===== src/sv/auto_eq_gain_calculator_assert.svh =====
// Assertion macros for the band gain equaliser.
// Define NO_ASSERTIONS to compile the checks out; needs clk and rst in scope.
`ifndef AUTO_EQ_GAIN_CALCULATOR_ASSERT_SVH
`define AUTO_EQ_GAIN_CALCULATOR_ASSERT_SVH
`ifndef NO_ASSERTIONS
// same-cycle implication
`define AEGC_ASSERT_NOW(label, ante, cons) \
  label: assert property (@(posedge clk) disable iff (rst) (ante) |-> (cons)) \
    else $error("auto_eq_gain_calculator check failed");
// next-cycle implication
`define AEGC_ASSERT_NEXT(label, ante, cons) \
  label: assert property (@(posedge clk) disable iff (rst) (ante) |=> (cons)) \
    else $error("auto_eq_gain_calculator check failed");
`else
`define AEGC_ASSERT_NOW(label, ante, cons)
`define AEGC_ASSERT_NEXT(label, ante, cons)
`endif
`endif


===== src/sv/aegc_pkg.sv =====
`timescale 1ns / 1ps
// Shared types and constants for the band gain equaliser.
// No dependencies.
package aegc_pkg;

  localparam int MAX_BANDS_DEF = 64;
  localparam int MAG_W         = 16;
  localparam int EPS_W         = 15;
  localparam int FRAC_SHIFT    = 14;
  // divider operand widths: (mean << 14) is the widest dividend
  localparam int DVD_W         = MAG_W + FRAC_SHIFT;
  localparam int DVS_W         = MAG_W;

  localparam logic [MAG_W-1:0] GAIN_ONE  = 16'd16384;
  localparam logic [MAG_W-1:0] GAIN_MAX  = 16'd32768;
  localparam logic [EPS_W-1:0] EPS_RESET = 15'd4;

  typedef struct packed {
    logic signed [MAG_W-1:0] magnitude;
    logic                    is_last;
  } aegc_in_t;

  typedef struct packed {
    logic [MAG_W-1:0] gain;
    logic             last_gain;
  } aegc_out_t;

  // controller to datapath commands
  typedef struct packed {
    logic load;      // store band, accumulate
    logic mean_go;   // start sum / count division
    logic mean_take; // capture mean
    logic rd;        // read band at current index
    logic gain_go;   // start (mean << 14) / |band|
    logic unity;     // gain forced to 1.0
    logic quo_take;  // capture saturated quotient as gain
    logic advance;   // next band
    logic finish;    // clear the set
  } aegc_cmd_t;

  // datapath to controller status
  typedef struct packed {
    logic div_done;
    logic bypass;
    logic final_band;
  } aegc_sts_t;

endpackage


===== src/sv/auto_eq_gain_calculator.sv =====
`timescale 1ns / 1ps
// Load: one band per cycle, busy stays low until the band flagged last arrives.
// Gains: the mean division runs first; each gain then passes through the shared
// 30-step divider, or is unity where the band is zero or below the threshold.
// Results leave one per strobe and cannot be stalled; busy is high until the last.
// Synchronous reset clears the set and loads the threshold with its reset value.
`include "auto_eq_gain_calculator_assert.svh"
module auto_eq_gain_calculator #(
  parameter int MAX_BANDS = aegc_pkg::MAX_BANDS_DEF
) (
  input  logic                       clk,
  input  logic                       rst,
  input  logic                       start,
  output logic                       busy,
  input  aegc_pkg::aegc_in_t         item,
  input  logic                       cfg_we,
  input  logic [aegc_pkg::EPS_W-1:0] cfg_wdata,
  output logic                       strobe,
  output aegc_pkg::aegc_out_t        result
);
  import aegc_pkg::*;

  aegc_cmd_t cmd;
  aegc_sts_t sts;

  aegc_ctrl u_ctrl (
    .clk     (clk),
    .rst     (rst),
    .start   (start),
    .is_last (item.is_last),
    .sts     (sts),
    .cmd     (cmd),
    .busy    (busy),
    .strobe  (strobe)
  );

  aegc_datapath #(
    .MAX_BANDS (MAX_BANDS)
  ) u_dp (
    .clk       (clk),
    .rst       (rst),
    .item      (item),
    .cfg_we    (cfg_we),
    .cfg_wdata (cfg_wdata),
    .cmd       (cmd),
    .sts       (sts),
    .result    (result)
  );

  // check emission against the handshake
  `AEGC_ASSERT_NOW(a_strobe_busy, strobe, busy)
  `AEGC_ASSERT_NEXT(a_last_frees, strobe && result.last_gain, !busy)
  `AEGC_ASSERT_NEXT(a_plain_load, start && !busy && !item.is_last, !busy && !strobe)
  `AEGC_ASSERT_NOW(a_gain_range, strobe, result.gain <= GAIN_MAX)

endmodule


===== src/sv/aegc_ram.sv =====
`timescale 1ns / 1ps
// Generic single-write, single-read RAM with registered read data.
// No dependencies.
module aegc_ram #(
  parameter int WIDTH = 16,
  parameter int DEPTH = 64,
  localparam int AW   = (DEPTH > 1) ? $clog2(DEPTH) : 1
) (
  input  logic             clk,
  input  logic             we,
  input  logic [AW-1:0]    waddr,
  input  logic [WIDTH-1:0] wdata,
  input  logic             re,
  input  logic [AW-1:0]    raddr,
  output logic [WIDTH-1:0] rdata
);

  logic [WIDTH-1:0] mem [DEPTH];

  // write port
  always_ff @(posedge clk) begin
    if (we) begin
      mem[waddr] <= wdata;
    end
  end

  // registered read port
  always_ff @(posedge clk) begin
    if (re) begin
      rdata <= mem[raddr];
    end
  end

endmodule


===== src/sv/aegc_divider.sv =====
`timescale 1ns / 1ps
// Restoring radix-2 divider, one quotient bit per cycle.
// Depends on aegc_pkg for operand widths.
module aegc_divider (
  input  logic                       clk,
  input  logic                       rst,
  input  logic                       go,
  input  logic [aegc_pkg::DVD_W-1:0] dividend,
  input  logic [aegc_pkg::DVS_W-1:0] divisor,
  output logic                       done,
  output logic [aegc_pkg::DVD_W-1:0] quotient
);
  import aegc_pkg::*;

  localparam int CW = $clog2(DVD_W + 1);

  logic [DVS_W:0]   rem;
  logic [DVS_W:0]   rem_sh;
  logic [DVS_W-1:0] dvs;
  logic [CW-1:0]    cnt;
  logic             running;

  assign rem_sh = {rem[DVS_W-1:0], quotient[DVD_W-1]};

  // shift in one dividend bit per cycle, subtract where it fits
  always_ff @(posedge clk) begin
    if (rst) begin
      running <= 1'b0;
      done    <= 1'b0;
      cnt     <= '0;
    end else begin
      done <= !go && running && (cnt == CW'(1));
      if (go) begin
        running  <= 1'b1;
        cnt      <= CW'(DVD_W);
        rem      <= '0;
        quotient <= dividend;
        dvs      <= divisor;
      end else if (running) begin
        if (rem_sh >= {1'b0, dvs}) begin
          rem      <= rem_sh - {1'b0, dvs};
          quotient <= {quotient[DVD_W-2:0], 1'b1};
        end else begin
          rem      <= rem_sh;
          quotient <= {quotient[DVD_W-2:0], 1'b0};
        end
        cnt <= cnt - CW'(1);
        if (cnt == CW'(1)) begin
          running <= 1'b0;
        end
      end
    end
  end

endmodule


===== src/sv/aegc_ctrl.sv =====
`timescale 1ns / 1ps
// Sequencer for loading, mean computation and gain emission.
// Depends on aegc_pkg for command and status types.
module aegc_ctrl (
  input  logic                clk,
  input  logic                rst,
  input  logic                start,
  input  logic                is_last,
  input  aegc_pkg::aegc_sts_t sts,
  output aegc_pkg::aegc_cmd_t cmd,
  output logic                busy,
  output logic                strobe
);
  import aegc_pkg::*;

  typedef enum logic [6:0] {
    S_IDLE      = 7'b0000001,
    S_MEAN_GO   = 7'b0000010,
    S_MEAN_WAIT = 7'b0000100,
    S_RD        = 7'b0001000,
    S_GAIN      = 7'b0010000,
    S_DIV       = 7'b0100000,
    S_EMIT      = 7'b1000000
  } state_t;

  state_t state, state_next;

  always_ff @(posedge clk) begin
    if (rst) begin
      state <= S_IDLE;
    end else begin
      state <= state_next;
    end
  end

  // next state and commands
  always_comb begin
    state_next = state;
    cmd        = '0;
    case (state)
      S_IDLE: begin
        if (start) begin
          cmd.load = 1'b1;
          if (is_last) begin
            state_next = S_MEAN_GO;
          end
        end
      end
      S_MEAN_GO: begin
        cmd.mean_go = 1'b1;
        state_next  = S_MEAN_WAIT;
      end
      S_MEAN_WAIT: begin
        if (sts.div_done) begin
          cmd.mean_take = 1'b1;
          state_next    = S_RD;
        end
      end
      S_RD: begin
        cmd.rd     = 1'b1;
        state_next = S_GAIN;
      end
      S_GAIN: begin
        if (sts.bypass) begin
          cmd.unity  = 1'b1;
          state_next = S_EMIT;
        end else begin
          cmd.gain_go = 1'b1;
          state_next  = S_DIV;
        end
      end
      S_DIV: begin
        if (sts.div_done) begin
          cmd.quo_take = 1'b1;
          state_next   = S_EMIT;
        end
      end
      S_EMIT: begin
        if (sts.final_band) begin
          cmd.finish = 1'b1;
          state_next = S_IDLE;
        end else begin
          cmd.advance = 1'b1;
          state_next  = S_RD;
        end
      end
      default: begin
        state_next = S_IDLE;
      end
    endcase
  end

  assign busy   = (state != S_IDLE);
  assign strobe = (state == S_EMIT);

endmodule


===== src/sv/aegc_datapath.sv =====
`timescale 1ns / 1ps
// Band store, running sum, shared divider and gain register.
// Depends on aegc_pkg, aegc_ram and aegc_divider.
module aegc_datapath #(
  parameter int MAX_BANDS = aegc_pkg::MAX_BANDS_DEF
) (
  input  logic                       clk,
  input  logic                       rst,
  input  aegc_pkg::aegc_in_t         item,
  input  logic                       cfg_we,
  input  logic [aegc_pkg::EPS_W-1:0] cfg_wdata,
  input  aegc_pkg::aegc_cmd_t        cmd,
  output aegc_pkg::aegc_sts_t        sts,
  output aegc_pkg::aegc_out_t        result
);
  import aegc_pkg::*;

  localparam int AW    = (MAX_BANDS > 1) ? $clog2(MAX_BANDS) : 1;
  localparam int CNT_W = $clog2(MAX_BANDS + 1);
  localparam int SUM_W = EPS_W + CNT_W;

  function automatic logic [MAG_W-1:0] abs16(input logic [MAG_W-1:0] raw);
    abs16 = raw[MAG_W-1] ? (~raw + MAG_W'(1)) : raw;
  endfunction

  logic [EPS_W-1:0] eps;
  logic [CNT_W-1:0] count;
  logic [SUM_W-1:0] sum;
  logic [AW-1:0]    idx;
  logic [MAG_W-1:0] mean;
  logic [MAG_W-1:0] gain;
  logic [MAG_W-1:0] abs_in;
  logic [MAG_W-1:0] rd_data;
  logic [MAG_W-1:0] mag_rd;
  logic             store_ok;
  logic [DVD_W-1:0] dvd;
  logic [DVS_W-1:0] dvs;
  logic [DVD_W-1:0] quo;
  logic             div_done;

  assign abs_in   = abs16(MAG_W'(item.magnitude));
  assign store_ok = cmd.load && (count < CNT_W'(MAX_BANDS));
  assign mag_rd   = abs16(rd_data);

  // threshold register
  always_ff @(posedge clk) begin
    if (rst) begin
      eps <= EPS_RESET;
    end else if (cfg_we) begin
      eps <= cfg_wdata;
    end
  end

  // accumulate the set, clear it after the final gain
  always_ff @(posedge clk) begin
    if (rst) begin
      count <= '0;
      sum   <= '0;
      idx   <= '0;
    end else begin
      if (store_ok) begin
        count <= count + CNT_W'(1);
        sum   <= sum + SUM_W'(abs_in);
      end
      if (cmd.advance) begin
        idx <= idx + AW'(1);
      end
      if (cmd.finish) begin
        count <= '0;
        sum   <= '0;
        idx   <= '0;
      end
    end
  end

  aegc_ram #(
    .WIDTH (MAG_W),
    .DEPTH (MAX_BANDS)
  ) u_store (
    .clk   (clk),
    .we    (store_ok),
    .waddr (count[AW-1:0]),
    .wdata (MAG_W'(item.magnitude)),
    .re    (cmd.rd),
    .raddr (idx),
    .rdata (rd_data)
  );

  // shared divider operands: mean pass, then one pass per band not bypassed
  assign dvd = cmd.mean_go ? DVD_W'(sum) : {mean, {FRAC_SHIFT{1'b0}}};
  assign dvs = cmd.mean_go ? DVS_W'(count) : mag_rd;

  aegc_divider u_div (
    .clk      (clk),
    .rst      (rst),
    .go       (cmd.mean_go | cmd.gain_go),
    .dividend (dvd),
    .divisor  (dvs),
    .done     (div_done),
    .quotient (quo)
  );

  // capture mean and gain
  always_ff @(posedge clk) begin
    if (cmd.mean_take) begin
      mean <= quo[MAG_W-1:0];
    end
    if (cmd.unity) begin
      gain <= GAIN_ONE;
    end else if (cmd.quo_take) begin
      gain <= (quo > DVD_W'(GAIN_MAX)) ? GAIN_MAX : quo[MAG_W-1:0];
    end
  end

  assign sts.div_done   = div_done;
  assign sts.bypass     = (mag_rd == '0) || (mag_rd < MAG_W'(eps));
  assign sts.final_band = ((CNT_W'(idx) + CNT_W'(1)) == count);

  assign result.gain      = gain;
  assign result.last_gain = sts.final_band;

endmodule

===== config.mk =====
export PLATFORM = sky130hd
export DESIGN_NAME = auto_eq_gain_calculator
export DESIGN_NICKNAME = d
export VERILOG_FILES = /design/src/sv/aegc_pkg.sv /design/src/sv/auto_eq_gain_calculator.sv /design/src/sv/aegc_ram.sv /design/src/sv/aegc_divider.sv /design/src/sv/aegc_ctrl.sv /design/src/sv/aegc_datapath.sv
export VERILOG_INCLUDE_DIRS = /design/src /design/src/sv
export SDC_FILE = /design/constraint.sdc
export NUM_CORES = 1
export LEC_CHECK = 0
export BUFFER_PORTS_ARGS = -buffer_cell sky130_fd_sc_hd__buf_2
export CORE_ASPECT_RATIO = 2
export CORE_MARGIN = 2
export CORE_UTILIZATION = 30
export CTS_CLUSTER_SIZE = 14
export DETAILED_ROUTE_END_ITERATION = 10
export PLACE_DENSITY = 0.43
export SETUP_SLACK_MARGIN = 0.02
export SLEW_MARGIN = 20
export SYNTH_ARGS = -nofsm -noshare
export SYNTH_HDL_FRONTEND = slang
export SYNTH_SLANG_ARGS = --single-unit

===== constraint.sdc =====
create_clock -name clk -period 9.15 [get_ports clk]
set_input_delay 0.915 -clock clk [delete_from_list [all_inputs] [get_ports clk]]
set_output_delay 0.915 -clock clk [all_outputs]
set_load 0.01 [all_outputs]

Word level (Yosys, flattened, before mapping)
Memories as Yosys holds them, arrays and structs flattened. A register that Yosys moved wholly into a read port is not among the register bits.
Cells that the tools add are included.
{ "totals": {"regBits": 158, "mem_bits_rw": 1024, "input_bits": 36, "output_inout_bits": 19, "elab_cells": 95, "n_memories": 1} }
{ "memory_table": {"columns": ["memory", "words", "word_bits", "rd", "rd_clocked_by_memory_dff", "wr", "line_no", "rtl"], "rows": [
  ["u_dp.u_store.mem", 64, 16, 1, 1, 1, "aegc_ram.sv:18", "logic [WIDTH-1:0] mem [DEPTH];"]
]} }
{ "op_classes": {"n_addsub": 8, "n_lt_le_gt_ge": 4, "n_eq_ne": 14, "muxes": 37, "bitwise_logic": 4, "n_reduce_logical": 12} }
{ "op_table": {"columns": ["operator", "count"], "rows": [
  ["$mux W30", 3],
  ["$mux W16", 5],
  ["$pmux W7 S7", 1],
  ["$mux W7", 6],
  ["$add A16 B1 Y16 const B", 2],
  ["$not A16 Y16", 2],
  ["$gt A30 B16 Y1 const B", 1],
  ["$add A22 B16 Y22", 1],
  ["$ge A17 B16 Y1", 1],
  ["$mux W1", 17],
  ["$logic_not A16 Y1", 1],
  ["$lt A16 B15 Y1", 1],
  ["$sub A16 B16 Y16", 1],
  ["$mux W5", 2],
  ["$add A6 B1 Y7 const B", 1],
  ["$add A7 B1 Y7 const B", 1],
  ["$eq A7 B1 Y1 const B", 1],
  ["$eq A7 B2 Y1 const B", 1],
  ["$eq A7 B3 Y1 const B", 1],
  ["$eq A7 B4 Y1 const B", 1],
  ["$eq A7 B5 Y1 const B", 1],
  ["$eq A7 B6 Y1 const B", 1],
  ["$eq A7 B7 Y1", 1],
  ["$eq A7 B7 Y1 const B", 1],
  ["other kinds (18)", 25]
]} }

Longest topological paths before layout
{ "logic_depth": {"ltp_word": 11, "mapped_depth": 15, "depth_no_buf": 15} }

Hierarchy
A second synthesis with hierarchy kept.
{ "unflattened": {"cells_unflattened": 2822, "area_unflattened_um2": 49887.8} }
{ "modules_own_cells": {"columns": ["mod", "n_inst", "cells_per_inst", "area_each_um2", "seq_area_each_um2"], "rows": [
  ["aegc_ram", 1, 1829, 40202.3, 31230.0],
  ["aegc_datapath", 1, 625, 5387.7, 1801.7],
  ["aegc_divider", 1, 315, 3799.9, 2001.9],
  ["aegc_ctrl", 1, 53, 498.0, 140.1]
]} }

Least setup slack after synthesis
OpenSTA, ideal clock, no wires.
{ "synth_timing": {"kind": "register to register", "from": "reg u_dp.u_store.rdata[0] (read register of u_dp.u_store.mem)", "to": "reg u_dp.u_div.quotient[0] (netlist name), enable pin", "setup_ns": 0.477, "t_arrival_ns": 5.162, "slack_ns": 3.511, "path_stages_with_launch": 15, "path_buffers": 1, "period_less_slack_ns": 5.639, "path_cell_list": "edfxtp_1 -> inv_1 -> ha_1 -> or3b_4 -> o41ai_4 -> xnor2_1 -> ha_1 -> a21o_1 -> a21o_1 -> a21oi_1 -> nand2_1 -> a31o_2 -> buf_2 -> nand3_1 -> a31oi_1"} }
{ "synth_between": {"elab_chain_len": 10, "word_cells_on_any_way": 11, "cone_classes": "add/sub (1); order compare (1); mux (3); bitwise (2); reduce/logical (4)"} }
{ "synth_lines": {"columns": ["element", "line_no", "rtl"], "rows": [
  ["start: declaration", "aegc_ram.sv:15", "output logic [WIDTH-1:0] rdata"],
  ["$not A16 Y16 *", "aegc_datapath.sv:23", "abs16 = raw[MAG_W-1] ? (~raw + MAG_W'(1)) : raw;"],
  ["$add A16 B1 Y16 *", "aegc_datapath.sv:23", null],
  ["$mux W16 *", "aegc_datapath.sv:23", null],
  ["named net u_dp.mag_rd[12]", "aegc_datapath.sv:34", "logic [MAG_W-1:0] mag_rd;"],
  ["$lt A16 B15 Y1 / $logic_not A16 Y1 (equally long branches)", "aegc_datapath.sv:116", "assign sts.bypass = (mag_rd == '0) || (mag_rd < MAG_W'(eps));"],
  ["$logic_or A1 B1 Y1 *", "aegc_datapath.sv:116", null],
  ["$mux W1 *", "aegc_ctrl.sv:64", "if (sts.bypass) begin"],
  ["$mux W2 *", "aegc_ctrl.sv:40", "case (state)"],
  ["$or A1 B1 Y1 *", "aegc_datapath.sv:96", ".go (cmd.mean_go | cmd.gain_go),"],
  ["$reduce_bool A2 Y1 (no source line) *", null, null],
  ["$reduce_and A2 Y1 (no source line) *", null, null],
  ["end signal: assignment", "aegc_divider.sv:37", "quotient <= dividend;"],
  ["end signal: assignment", "aegc_divider.sv:42", "quotient <= {quotient[DVD_W-2:0], 1'b1};"],
  ["end signal: assignment", "aegc_divider.sv:45", "quotient <= {quotient[DVD_W-2:0], 1'b0};"],
  ["end: declaration", "aegc_divider.sv:11", "output logic [aegc_pkg::DVD_W-1:0] quotient"]
]} }
The timed path passes the listed nets; every way through them passes the cells marked *.
A chain may end at the register's enable or synchronous reset.

Final worst setup path
{ "layout_timing": {"from": "reg u_dp.u_store.rdata[0] (read register of u_dp.u_store.mem)", "to": "reg u_dp.u_div.quotient[9] (netlist name), enable pin"} }
Same word-level chain as after synthesis.

==> out/summary.txt <==
Max_slew headroom: 0.260
Initial antenna violation count: 16
Global-route wire length before repair: 206 mm
Final setup fails: 0
Syn_nets: 2,711
Final Slew Violations: 0
Die Height: 577 um
Number of max-cap violations: 0
Worst Reg2Reg Path Length in Cells: 14
Post-CTS sizing: 0
Routed len/inst: 29.4 um
H-Tree Depth: 3
Share of layout cells above drive strength 1: 0.243
Seq/Total Area, Yosys: 0.715
Final Non-Filler Cells: 4,940
HP Class: in -> reg
CP Capture Type: flip-flop
Status: finished clean
Die Width: 290 um
Placed cell areas: 52,400 um2
EDFF count, synth: 1,118
Prevailing post-synth register cell: edfxtp_1
Post-CTS Setup Bufs: 0
Rows: 210
Lkg Pwr: 16.9 nW
Async SR Flop Fraction: 0
Met2 Track Usage GR: 0.353
Final setup margin: 4.21 ns
Yosys cell types: 82
Sum Neg Setup Slack: 0 ns
CTS root buf: clkbuf_16
Worst-Margin Slew: 1.11 ns
R2R setup slack: 4.21 ns
Mapped Area: 49,200 um2
Placed Cells: 4,739
Gr busiest metal: met2
GR Util All Layers: 0.174
Synth top area cells: edfxtp_1, mux4_2, dfxtp_1
CP Class: reg -> reg
Critical Path RT: 9.51 ns
Mean Syn Cell Area: 18.8 um2
Grt ovf: 0
CP Launch Type: flip-flop
Met3 Use GR: 0.0166
Yosys top cell area share: 0.683
Nets: 2,818
Yosys warning count: 0
Routability cong.: 0.822
WL final: 145 mm
Clock tree sinks: 1,198
Num ports: 55
Maximum VDD drop: 0.172 mV
Drt via density: 5.09
Cell taking the most area after synthesis: edfxtp_1
Core area: 163,000 um2
Peak fanout along the critical path: 30
Starting Density: 0.301
Final Power: 11.0 mW
Routed Antenna Nets: 0
Largest net degree at the start of global routing: 105
Worst Path Arrival: 5.30 ns
CTS tree: built
Core Util, Final: 0.342
Worst R2R Start: u_dp.u_store.rdata[0]
Post-DP HPWL: 91.8 mm
CP endpoint: u_dp.u_div.quotient[9]
Num CTS Buffers: 107
CTS Hold Bufs: 0
Port bufs: 54
Crit path from: u_dp.u_store.rdata[0]
Clk_lat worst skew: 0.71 ns
Min Hold Slack: 0.445 ns
Cells after synthesis: 2,621
Clk_skew: 0.0162 ns
Drt drc: 0
DRT iter0 DRCs: 1,778
Area Growth Syn to Fin: 13.5%
Seq cells post-synth: 1,198
Die ar.: 167,000 um2
Vias in the first global route: 27,073
DRT Pass-1 Iters: 7
Clk buf depth: 3
Cell area after layout: 55,800 um2
RR Endpoint: u_dp.u_div.quotient[9]
Tmin final: 4.94 ns
Met1 Usage GRT: 0.180
Clock transition at path regs: 0.07 ns
F_max: 0.203 GHz
RSZ-0062 raised after global routing: no
Power Dens Cells: 197 nW/um2
Final period utilization: 0.540
DR vias: 25,145
Post-place setup slack: 4.14 ns
Fin. Hold Viols: 0
## where the power goes
| part | total [mW] | leakage [nW] | switching (mW) | internal [mW] |
|---|---|---|---|---|
| registers | 6.06 | 10.7 | 0.0385 | 6.02 |
| logic | 0.447 | 4.61 | 0.309 | 0.138 |
| clock network | 4.46 | 1.62 | 2.04 | 2.42 |
| total | 11.0 | 16.9 | 2.39 | 8.58 |
## cell usage after synthesis (13+ instances only)
library cell,n
ha_1,52
nor3_1,22
buf_2,14
xnor2_1,45
buf_1,24
a22oi_1,15
nand3_1,27
edfxtp_1,1118
nor4_1,13
mux4_2,336
a31oi_1,21
o21ai_0,57
o31ai_1,28
dfxtp_1,80
nor2_1,192
inv_1,57
a211oi_1,23
clkbuf_1,100
nand4_1,24
nand2_1,93
xor2_1,18
a21oi_1,70
mux2i_1,17
## how the worst min path moves through the flow
stage	endpoint	depth (start not counted)	start	slack [ns]
floorplan	u_dp.sum[12]	2	u_dp.sum[12]	0.45
global placement	u_dp.gain[15]	2	u_dp.gain[15]	0.47
detailed placement	u_dp.sum[14]	2	u_dp.sum[14]	0.48
CTS	u_dp.eps[2]	3	cfg_wdata[2]	0.40
global route	u_dp.eps[2]	3	cfg_wdata[2]	0.43
finish	u_dp.eps[2]	3	cfg_wdata[2]	0.45
## worst max-delay path, stage by stage (launching register included)
cell and delay [ns]:
edfxtp_1 0.46, inv_1 0.14, ha_1 0.22, or3b_4 0.45, o41ai_4 0.31, xnor2_1 0.21, ha_1 0.33, a21o_1 0.11
a21o_1 0.10, a21oi_1 0.07, nand2_1 0.11, a31o_2 0.45, nand3_1 0.39, a31oi_4 0.70, buf_4 0.49
## per-layer routing
layer	up-vias	wire, um
met5	-	0
met2	538	85000
met1	13489	50500
met3	207	4130
met4	0	5770
li1	10911	-
## area by class of cell
cell class                 instances  area (um2)
tap                             2120        2650
fill                           15283      107000
inverter                          58         218
clock buffer                     145        2900
sequential                      1198       35200
antenna                            8        20.0
multi-input combinational       1222       13400
clock inverter                    48         438
timing repair buffer             141         961
## state kept, by name, summed over array words and instances (netlist names), 15 cells and up
name and flops:
u_dp.eps 15, u_dp.gain 16, u_dp.mean 16, u_dp.sum 22
u_dp.u_div.dvs 16, u_dp.u_div.quotient 30, u_dp.u_div.rem 16, u_dp.u_store.mem 1024
u_dp.u_store.rdata 16
## cells in the final DEF (no fill, tap or decap), types with 13 or more instances in the layout
cell / n
xor2_1: 18
nor2_4: 21
a21oi_1: 70
nor4_1: 13
nor3_1: 21
mux2i_1: 17
buf_2: 54
nor2_1: 166
o21ai_0: 57
nand2_1: 93
clkbuf_1: 33
clkinv_1: 21
ha_1: 52
edfxtp_1: 1118
dfxtp_1: 76
mux4_2: 336
a211oi_1: 23
nand3_1: 27
a31oi_1: 20
clkbuf_16: 110
clkinv_2: 14
a22oi_1: 15
o31ai_1: 28
buf_4: 84
xnor2_1: 45
inv_1: 57
nand4_1: 24
## cells by family (layout without fill, tap and decap cells)
logic type / Yosys count / after routing / synth area share
buffers and inverters: 201 / 392 / 0.0161
AND/OR/NAND/NOR: 465 / 465 / 0.0458
flip-flops: 1198 / 1198 / 0.715
multiplexers: 357 / 357 / 0.158
other: 0 / 8 / 0
AO/OA/AOI/OAI: 283 / 283 / 0.0393
adder cells (fa/ha/maj): 54 / 54 / 0.0140
XOR/XNOR: 63 / 63 / 0.0112
(Power assumes the default switching activity.)
